**src/design/dtgc_pkg.sv**
```systemverilog
// ----------------------------------------------------------------------------
// dtgc_pkg
// Types, constants and command codes of the distance-two colouring unit.
// ----------------------------------------------------------------------------
package dtgc_pkg;

  localparam int unsigned DTGC_MAX_VERTICES = 1024;
  localparam int unsigned DTGC_MAX_EDGES    = 8192;
  localparam int unsigned DTGC_WINDOW       = 32;

  localparam int unsigned RS_W     = 14;
  localparam int unsigned COLOR_W  = 11;
  localparam int unsigned VTX_W    = 10;
  localparam logic [COLOR_W-1:0] COLOR_NONE = '1;
  localparam logic [COLOR_W-1:0] COLOR_MAX  = 11'd1023;

  typedef enum logic [2:0] {
    REQ_WR_ROW   = 3'd0,
    REQ_WR_NB    = 3'd1,
    REQ_WR_COLOR = 3'd2,
    REQ_COLOR    = 3'd3,
    REQ_RD_COLOR = 3'd4
  } dtgc_req_e;

  typedef enum logic [1:0] {
    KIND_NONE,
    KIND_COLOR,
    KIND_RESULT
  } dtgc_kind_e;

  typedef enum logic [3:0] {
    OP_NONE,
    OP_CLEAR,
    OP_ACCEPT,
    OP_RS_U1,
    OP_BOUNDS1,
    OP_NB1,
    OP_NB1_DATA,
    OP_V_COLOR,
    OP_RS_V1,
    OP_BOUNDS2,
    OP_NB2,
    OP_NB2_DATA,
    OP_W_COLOR,
    OP_NEXT_V,
    OP_WINDOW,
    OP_EMIT
  } dtgc_op_e;

  typedef enum logic [3:0] {
    ST_CLEAR,
    ST_IDLE,
    ST_RS_U1,
    ST_BOUNDS1,
    ST_L1,
    ST_L1D,
    ST_VC,
    ST_RSV1,
    ST_BOUNDS2,
    ST_L2,
    ST_L2D,
    ST_WC,
    ST_WIN,
    ST_EMIT
  } dtgc_state_e;

  typedef struct packed {
    dtgc_kind_e in_kind;
    logic       clr_last;
    logic       iv_lt_hi;
    logic       iw_lt_hi;
    logic       nb_valid;
    logic       nb_is_u;
    logic       win_advance;
    logic       out_free;
  } dtgc_status_t;

endpackage

```
**src/design/dtgc_ctrl.sv**
```systemverilog
// ----------------------------------------------------------------------------
// dtgc_ctrl
// Sequencer: steps the datapath through the clearing pass and the walks.
// ----------------------------------------------------------------------------
module dtgc_ctrl import dtgc_pkg::*; (
  input  logic         clk_i,
  input  logic         rst_ni,
  input  logic         in_valid_i,
  output logic         in_ready_o,
  input  dtgc_status_t st_i,
  output dtgc_op_e     op_o
);

  dtgc_state_e state_q, state_d;

  always_ff @(posedge clk_i or negedge rst_ni) begin
    if (!rst_ni) begin
      state_q <= ST_CLEAR;
    end else begin
      state_q <= state_d;
    end
  end

  always_comb begin
    state_d    = state_q;
    op_o       = OP_NONE;
    in_ready_o = 1'b0;
    case (state_q)
      ST_CLEAR: begin
        op_o = OP_CLEAR;
        if (st_i.clr_last) state_d = ST_IDLE;
      end
      ST_IDLE: begin
        in_ready_o = 1'b1;
        if (in_valid_i) begin
          op_o = OP_ACCEPT;
          case (st_i.in_kind)
            KIND_COLOR:  state_d = ST_RS_U1;
            KIND_RESULT: state_d = ST_EMIT;
            default:     state_d = ST_IDLE;
          endcase
        end
      end
      ST_RS_U1: begin
        op_o    = OP_RS_U1;
        state_d = ST_BOUNDS1;
      end
      ST_BOUNDS1: begin
        op_o    = OP_BOUNDS1;
        state_d = ST_L1;
      end
      ST_L1: begin
        if (st_i.iv_lt_hi) begin
          op_o    = OP_NB1;
          state_d = ST_L1D;
        end else begin
          state_d = ST_WIN;
        end
      end
      ST_L1D: begin
        op_o    = OP_NB1_DATA;
        state_d = st_i.nb_valid ? ST_VC : ST_L1;
      end
      ST_VC: begin
        op_o    = OP_V_COLOR;
        state_d = ST_RSV1;
      end
      ST_RSV1: begin
        op_o    = OP_RS_V1;
        state_d = ST_BOUNDS2;
      end
      ST_BOUNDS2: begin
        op_o    = OP_BOUNDS2;
        state_d = ST_L2;
      end
      ST_L2: begin
        if (st_i.iw_lt_hi) begin
          op_o    = OP_NB2;
          state_d = ST_L2D;
        end else begin
          op_o    = OP_NEXT_V;
          state_d = ST_L1;
        end
      end
      ST_L2D: begin
        op_o    = OP_NB2_DATA;
        state_d = (st_i.nb_valid && !st_i.nb_is_u) ? ST_WC : ST_L2;
      end
      ST_WC: begin
        op_o    = OP_W_COLOR;
        state_d = ST_L2;
      end
      ST_WIN: begin
        op_o    = OP_WINDOW;
        state_d = st_i.win_advance ? ST_L1 : ST_EMIT;
      end
      ST_EMIT: begin
        if (st_i.out_free) begin
          op_o    = OP_EMIT;
          state_d = ST_IDLE;
        end
      end
      default: state_d = ST_CLEAR;
    endcase
  end

endmodule

```
**config.mk**
```make
export PLATFORM = sky130hd
export DESIGN_NAME = dtgc_ctrl
export DESIGN_NICKNAME = d
export VERILOG_FILES = /design/src/design/dtgc_pkg.sv /design/src/design/dtgc_ctrl.sv
export SDC_FILE = /design/constraint.sdc
export NUM_CORES = 1
export LEC_CHECK = 0
export ABC_AREA = 1
export BUFFER_PORTS_ARGS = -buffer_cell sky130_fd_sc_hd__buf_2
export CAP_MARGIN = 10
export CORE_MARGIN = 2
export CORE_UTILIZATION = 25
export DETAILED_ROUTE_END_ITERATION = 8
export SETUP_SLACK_MARGIN = 0.15
export SYNTH_ARGS = -nofsm -noshare
export SYNTH_HDL_FRONTEND = slang
export SYNTH_SLANG_ARGS = --single-unit
```
**constraint.sdc**
```tcl
create_clock -name clk_i -period 2.15 [get_ports clk_i]
set_input_delay 0.3225 -clock clk_i [delete_from_list [all_inputs] [get_ports clk_i]]
set_output_delay 0.3225 -clock clk_i [all_outputs]
set_load 0.01 [all_outputs]
```
==> metrics.md, run 1 <==
| Metric | Value |
|---|---|
| Status | `finished, final reports clean` |
| Max Root-Sink Buffers | `2` |
| Avg Cell Area, Syn | `5.55 um2` |
| DRC viols | `0` |
| Main combinational cell family by area after synthesis | `simple AND/OR/NAND/NOR gates` |
| GP Congestion | `0.957` |
| Root buffer cell | `clkbuf_4` |
| Critical path's slowest cell | `dfrtp_1` |
| Synth Area in Simple Gates | `63.9%` |
| Area Overhead vs Synth | `27.4%` |
| Vias per cell | `approximately 4.5` |
| Synth Cell Area | `between 500 and 600 um2` |
| H-tree depth | `1` |
| Maximum resistive drop on vdd | `between 0.4 and 0.5 mV` |
| Final Hold Violating Endpoints | `0` |
| Worst EP arrival | `1.50 ns` |
| Fin Hold WS | `roughly 0.35 ns` |
| Synth cell types | `19` |
| Largest net degree at the start of global routing | `7` |
| Num rows | `16` |
| # nets final | `132` |
| Max-slew violation count | `0` |
| Largest delay contributor family on the critical path | `simple AND/OR/NAND/NOR gates` |
| CP Cell Sequence | `nor2_1 -> nand2_1 -> nand2_1 -> nor2_1 -> o211ai_1 -> buf_2` |
| Post-synthesis mux area share | `0%` |
| Top reg by flops | `state_q` |
| Share of post-route cells with drive strength above 1 | `29.7%` |
| Drt total wl | `1.48 mm` |
| FF+latch count, synth | `4` |
| Drt wl/cell | `between 10 and 15 um` |
| Final worst-path cycle share | `84.9%` |
| Final Skew | `between 0.004 and 0.005 ns` |
| CP Class | `reg -> out` |
| Initial antenna violation count | `0` |
| TritonCTS Buffers | `3` |
| Minimum clock period | `about 1.8 ns` |
| Vias in the first global route | `roughly 570` |
| Fin util | `between 30% and 40%` |
| Die area | `2570 um2` |
| Die W | `~51 um` |
| First-pass iteration count of the detailed router | `4` |
| Crit end category | `output pin` |
| Vias after detailed routing | `650` |
| IO Pins | `17` |
| Fin area | `around 690 um2` |
| Worst-skew pair later-pin latency | `about 0.24 ns` |
| Critical Path Start Type | `register` |
| ANT nets after route | `0` |
| Initial drt markers | `22` |
| LEAKAGE | `approximately 0.44 nW` |
| Final Setup Violations | `0` |
| Die height | `between 50 and 60 um` |
| Setup_tns | `0 ns` |
| CP bufs+invs | `1` |
| Area of the multi-input gates | `around 390 um2` |
| Clock sink count | `4` |
| FF/Latch Area | `between 100 and 150 um2` |
| Post CTS Setup Buffer Count | `0` |
| Core area | `roughly 2000 um2` |
| Worst rel slew slack | `80.9%` |
| XOR/XNOR Fraction of Synth Area | `0%` |
| Ant. Diodes | `0` |
| Effective utilization at floorplan | `a little over a quarter` |
| Synth Warn # | `0` |
| FMAX | `around 0.55 GHz` |
| Slew @ Worst Pin | `around 0.29 ns` |
| Crit path largest cell delay | `0.44 ns` |
| Cell count after synthesis | `a little under 100` |
| Fillers | `234` |
| Worst Hold Class | `in -> reg` |
| Largest register FFs | `4` |
| Gr ovfl total | `0` |
| RSZ-0062 raised after global routing | `false` |
| Total GRT Usage | `12.6%` |
| Placement Cell Area | `approximately 660 um2` |
| CP max FO | `6` |
| PortBufs | `16` |
| Syn nets | `110` |
| Compound-Gate Fraction of Synth Area | `under 10%` |
| CTS clk-pin slew, worst paths | `around 0.04 ns` |
| First-pass GRT wire length | `~2.4 mm` |
| Post-synthesis adder-cell area fraction | `0%` |
| CTS tree | `done` |
| CP Data Required Time | `~1.8 ns` |
| Top flop regs | `state_q: 4 flops` |
| Pwr/cell area | `1330 nW/um2` |
| Post-DP HPWL | `around 1.2 mm` |
| Sequential fraction of the synthesis area | `a little under a fifth` |
| Max_cap viols | `0` |
[cells by family after synthesis]
family	after synthesis
flip-flops	4
AND/OR/NAND/NOR	73
AO/OA/AOI/OAI	6
buffers and inverters	15
[final timing paths]
path	from	end	slack, ns	depth (start not counted)
worst max-delay path	state_q[2]	op_o[0]	0.32	6
worst min-delay path	st_i[3]	state_q[1]	0.35	3
worst max register to register	state_q[2]	state_q[1]	0.84	5
worst min register to register	state_q[0]	state_q[1]	0.81	5
max in group asynchronous	rst_ni	state_q[0]	1.62	2
min in group asynchronous	rst_ni	state_q[3]	0.41	2
[cells in the final DEF (no fill, tap or decap), types with 3 or more instances in the layout]
cell,n
buf_2,16
clkbuf_4,3
dfrtp_1,4
inv_1,11
inv_2,3
nand2_1,38
nand2_2,3
nand3_1,5
nand3b_1,5
nor2_1,12
nor2_2,4
nor2_4,3
[stage by stage]
step | worst slack, ns | power (mW) | cells
after CTS | 0.246 | 0.924 | 145
after floorplan | 0.807 | 0.637 | 98
after global routing | 0.200 | 1.02 | 145
after detailed placement | 0.510 | 0.819 | 141
final | 0.324 | 0.925 | 145
after global placement | 0.500 | 0.828 | 141
[tightest hold or removal path, cell delays in order]
cell and delay (ns):
buf_2 0.09, nand2_1 0.07, a21oi_2 0.06
[where the power goes]
group | leakage [nW] | internal (mW) | switching [mW] | total, mW
logic | 0.371 | 0.241 | 0.425 | 0.667
registers | 0.0516 | 0.109 | 0.0513 | 0.161
clock network | 0.0138 | 0.0627 | 0.0347 | 0.0974
total | 0.436 | 0.413 | 0.511 | 0.925
[cell type report]
class | instances | area share (%)
Clock buffer | 3 | 3.25
Inverter | 15 | 8.30
Multi-Input combinational cell | 79 | 56.1
Sequential cell | 4 | 14.4
Tap cell | 27 | 4.87
Timing Repair Buffer | 17 | 13.0
[synth_stat cells]
master | count | area share [%]
nor2_2 | 3 | 3.4
inv_1 | 11 | 7.6
o21ai_1 | 1 | 0.92
nand2_2 | 3 | 3.4
nand2_1 | 38 | 26
nand2_4 | 1 | 2.1
a21oi_1 | 2 | 1.8
nor2_4 | 3 | 6.2
nand3_1 | 5 | 4.6
o211ai_1 | 1 | 1.4
a21oi_2 | 1 | 1.6
nor3_1 | 1 | 0.92
a22oi_1 | 1 | 1.4
nand3b_1 | 5 | 6.9
dfrtp_1 | 4 | 18
nand4_1 | 1 | 1.2
inv_2 | 3 | 2.1
clkinv_2 | 1 | 0.92
nor2_1 | 13 | 9.0
[per-layer routing]
metal	vias up	GRT usage (%)	share of wire (%)
li1	342	-	-
met1	290	15.8	48
met2	14	20.2	46
met3	4	1.79	3.3
met4	0	8.11	2.4
met5	-	0	0
[repair_timing]
item / 4_1_cts / 5_1_grt
gates resized for setup: 0 / 1
hold endpoints to repair: 4 / 0
hold buffers: 1 / 0
endpoints found under the setup margin: 0 / 1
Power figures use the tool's default switching activity.
==> inputs of run 2 (changes only) <==
Clock period 2.15 ns to 1.85 ns, I/O delays scaled along.
==> run 2 against run 1 <==
Clock-buffer cell count unchanged. Highest routed layer is now met3. First-iteration DRC count rose by 73%. Setup slack worse by 0.22 ns. Combinational power up 41%. Hold slack worse by 0.033 ns. Flip-flop and latch count stayed put. Global-route usage is 1.2 points higher. Critical path depth increased by 1.
==> metrics.md, run 2 (synthesis gave the netlist of run 1 again) <==
| Metric | Value |
|---|---|
| DRC viols | `0` |
| Fillers | `roughly 220` |
| CTS clk-pin slew, worst paths | `roughly 0.04 ns` |
| Num rows | `16` |
| RSZ-0062 raised after global routing | `true` |
| Largest register FFs | `4` |
| Largest net degree at the start of global routing | `7` |
| Vias per cell | `around 4.7` |
| Effective utilization at floorplan | `a little over a quarter` |
| Worst EP arrival | `1.47 ns` |
| Worst Setup SP | `state_q[2]` |
| CP Data Required Time | `1.57 ns` |
| CP Class | `reg -> out` |
| Final worst-path cycle share | `between 90% and 100%` |
| Setup_tns | `0 ns` |
| Pwr/cell area | `around 1600 nW/um2` |
| Root buffer cell | `clkbuf_4` |
| Top flop regs | `state_q: 4 flops` |
| Drt total wl | `about 1.7 mm` |
| FF-to-FF path depth | `8` |
| Die area | `~2600 um2` |
| Worst Hold Class | `in -> reg` |
| Gr ovfl total | `0` |
| CP Depth | `7` |
| Critical path's slowest cell | `dfrtp_2` |
| Die height | `~50 um` |
| Drt wl/cell | `between 10 and 15 um` |
| PnR worst setup slack | `between 0.1 and 0.15 ns` |
| First-pass GRT wire length | `about 2.7 mm` |
| Max-slew violation count | `0` |
| Final Skew | `around 0.0050 ns` |
| CP max FO | `6` |
| Max Root-Sink Buffers | `2` |
| Vias in the first global route | `approximately 670` |
| Area Overhead vs Synth | `47.6%` |
| Worst Setup EP | `op_o[0]` |
| Slew @ Worst Pin | `between 0.2 and 0.25 ns` |
| H-tree depth | `1` |
| # nets final | `138` |
| ANT nets after route | `0` |
| Top reg by flops | `state_q` |
| Vias after detailed routing | `between 700 and 800` |
| Ant. Diodes | `0` |
| Final Hold Violating Endpoints | `0` |
| Critical R2R Launch | `state_q[1]` |
| CP Cell Sequence | `inv_2 -> nor2_4 -> nand2_1 -> nand2_1 -> inv_1 -> o211ai_1 -> buf_2` |
| Die W | `50.7 um` |
| Initial antenna violation count | `0` |
| CTS tree | `done` |
| IO Pins | `17` |
| Core area | `between 2000 and 2500 um2` |
| Initial drt markers | `38` |
| FMAX | `~0.57 GHz` |
| Critical Path Most Common Cell | `nand2_1` |
| Post-Place Setup Slack | `0.282 ns` |
| Total GRT Usage | `13.8%` |
| Maximum resistive drop on vdd | `around 0.46 mV` |
| Status | `finished, final reports clean` |
| Minimum clock period | `between 1.5 and 2 ns` |
| Largest delay contributor family on the critical path | `flip-flops` |
| Worst-skew pair later-pin latency | `0.23 ns` |
| Critical Path Start Type | `register` |
| TritonCTS Buffers | `3` |
| Reg-to-Reg End | `state_q[0]` |
| Most common cell after layout, fill and taps aside | `nand2_1` |
| R2R Setup Slk | `between 0.5 and 0.6 ns` |
| CP bufs+invs | `3` |
| Final Setup Violations | `0` |
| Worst rel slew slack | `85.3%` |
| Max_cap viols | `0` |
| Commonest non-fill, non-tap cells in the layout | `36 x nand2_1, 16 x buf_2, 11 x nor2_1, 9 x inv_1, 6 x buf_4` |
| PortBufs | `16` |
| Clock sink count | `4` |
| LEAKAGE | `approximately 0.48 nW` |
| First-pass iteration count of the detailed router | `4` |
| Crit path largest cell delay | `roughly 0.43 ns` |
| Share of post-route cells with drive strength above 1 | `around 44%` |
| Post-DP HPWL | `approximately 1.3 mm` |
| Crit end category | `output pin` |
| GP Congestion | `between 0.9 and 1` |
## run 2: changes by cell type in the layout (fill, tap and decap cells not counted), moves of 2 or more
cell     delta
inv_1       -2
buf_4       +6
nand2_1     -2
nor2_4      +2
dfrtp_2     +4
inv_2       +2
dfrtp_1     -4
a21oi_1     -2
## run 2: per-stage QoR
step | util [%] | power [mW] | cell area [um2] | hold slack (ns) | cells
after floorplan | - | 0.741 | 544 | -0.0181 | 98
after global placement | 33.3 | 0.979 | 666 | 0.0822 | 142
after detailed placement | 33.3 | 0.972 | 666 | 0.0856 | 142
after CTS | 36.7 | 1.15 | 734 | 0.309 | 148
after global routing | 40.1 | 1.36 | 803 | 0.321 | 151
final | 40.1 | 1.25 | 803 | 0.312 | 151
## run 2: worst register-to-register path: cells and delay by family (launching register included)
| family | cells | cell delay (ns) |
|---|---|---|
| DFF | 1 | 0.44 |
| and+or+nand+nor | 7 | 0.63 |
| buffers and inverters | 1 | 0.15 |
## run 2: final cells by class
type | count | area, um2 | area share, %
clock buffers | 3 | 22.5 | 2.80
multi-input cells | 79 | 448 | 55.8
repair buffers | 23 | 135 | 16.8
inverters | 15 | 58.8 | 7.32
flip-flops and latches | 4 | 105 | 13.1
well taps | 27 | 33.8 | 4.21
## run 2: how the worst min path moves through the flow
| stage | start | end | slack [ns] | cells past startpoint |
|---|---|---|---|---|
| 3_3_place_gp | rst_ni | state_q[1] | 0.08 | 1 |
| 3_5_place_dp | rst_ni | state_q[1] | 0.09 | 1 |
| 5_1_grt | st_i[3] | state_q[1] | 0.32 | 3 |
| 6_report | st_i[3] | state_q[1] | 0.31 | 3 |
| 4_1_cts | st_i[3] | state_q[1] | 0.31 | 3 |
| 2_1_floorplan | rst_ni | state_q[0] | -0.02 | 0 |
## run 2: layer usage
| layer | vias to the layer above | global-route usage (%) | routed length (um) |
|---|---|---|---|
| met2 | 28 | 24.3 | 859 |
| met1 | 325 | 16.0 | 673 |
| met3 | 0 | 2.98 | 145 |
| li1 | 359 | - | - |
| met4 | 0 | 5.41 | 0 |
| met5 | - | 0 | 0 |
## run 2: repair_timing
action                                  4_1_cts  5_1_grt
gates resized for setup                       7       14
setup buffers                                 2        3
endpoints found under the setup margin        3        4
endpoints found under the hold margin         4        0
pin swaps                                     1        4
hold buffers                                  1        0
## run 2: report_power, final
group	switching, mW	total, mW	internal (mW)
sequential	0.0700	0.204	0.134
clock	0.0333	0.106	0.0724
combinational	0.568	0.943	0.375
total	0.671	1.25	0.582
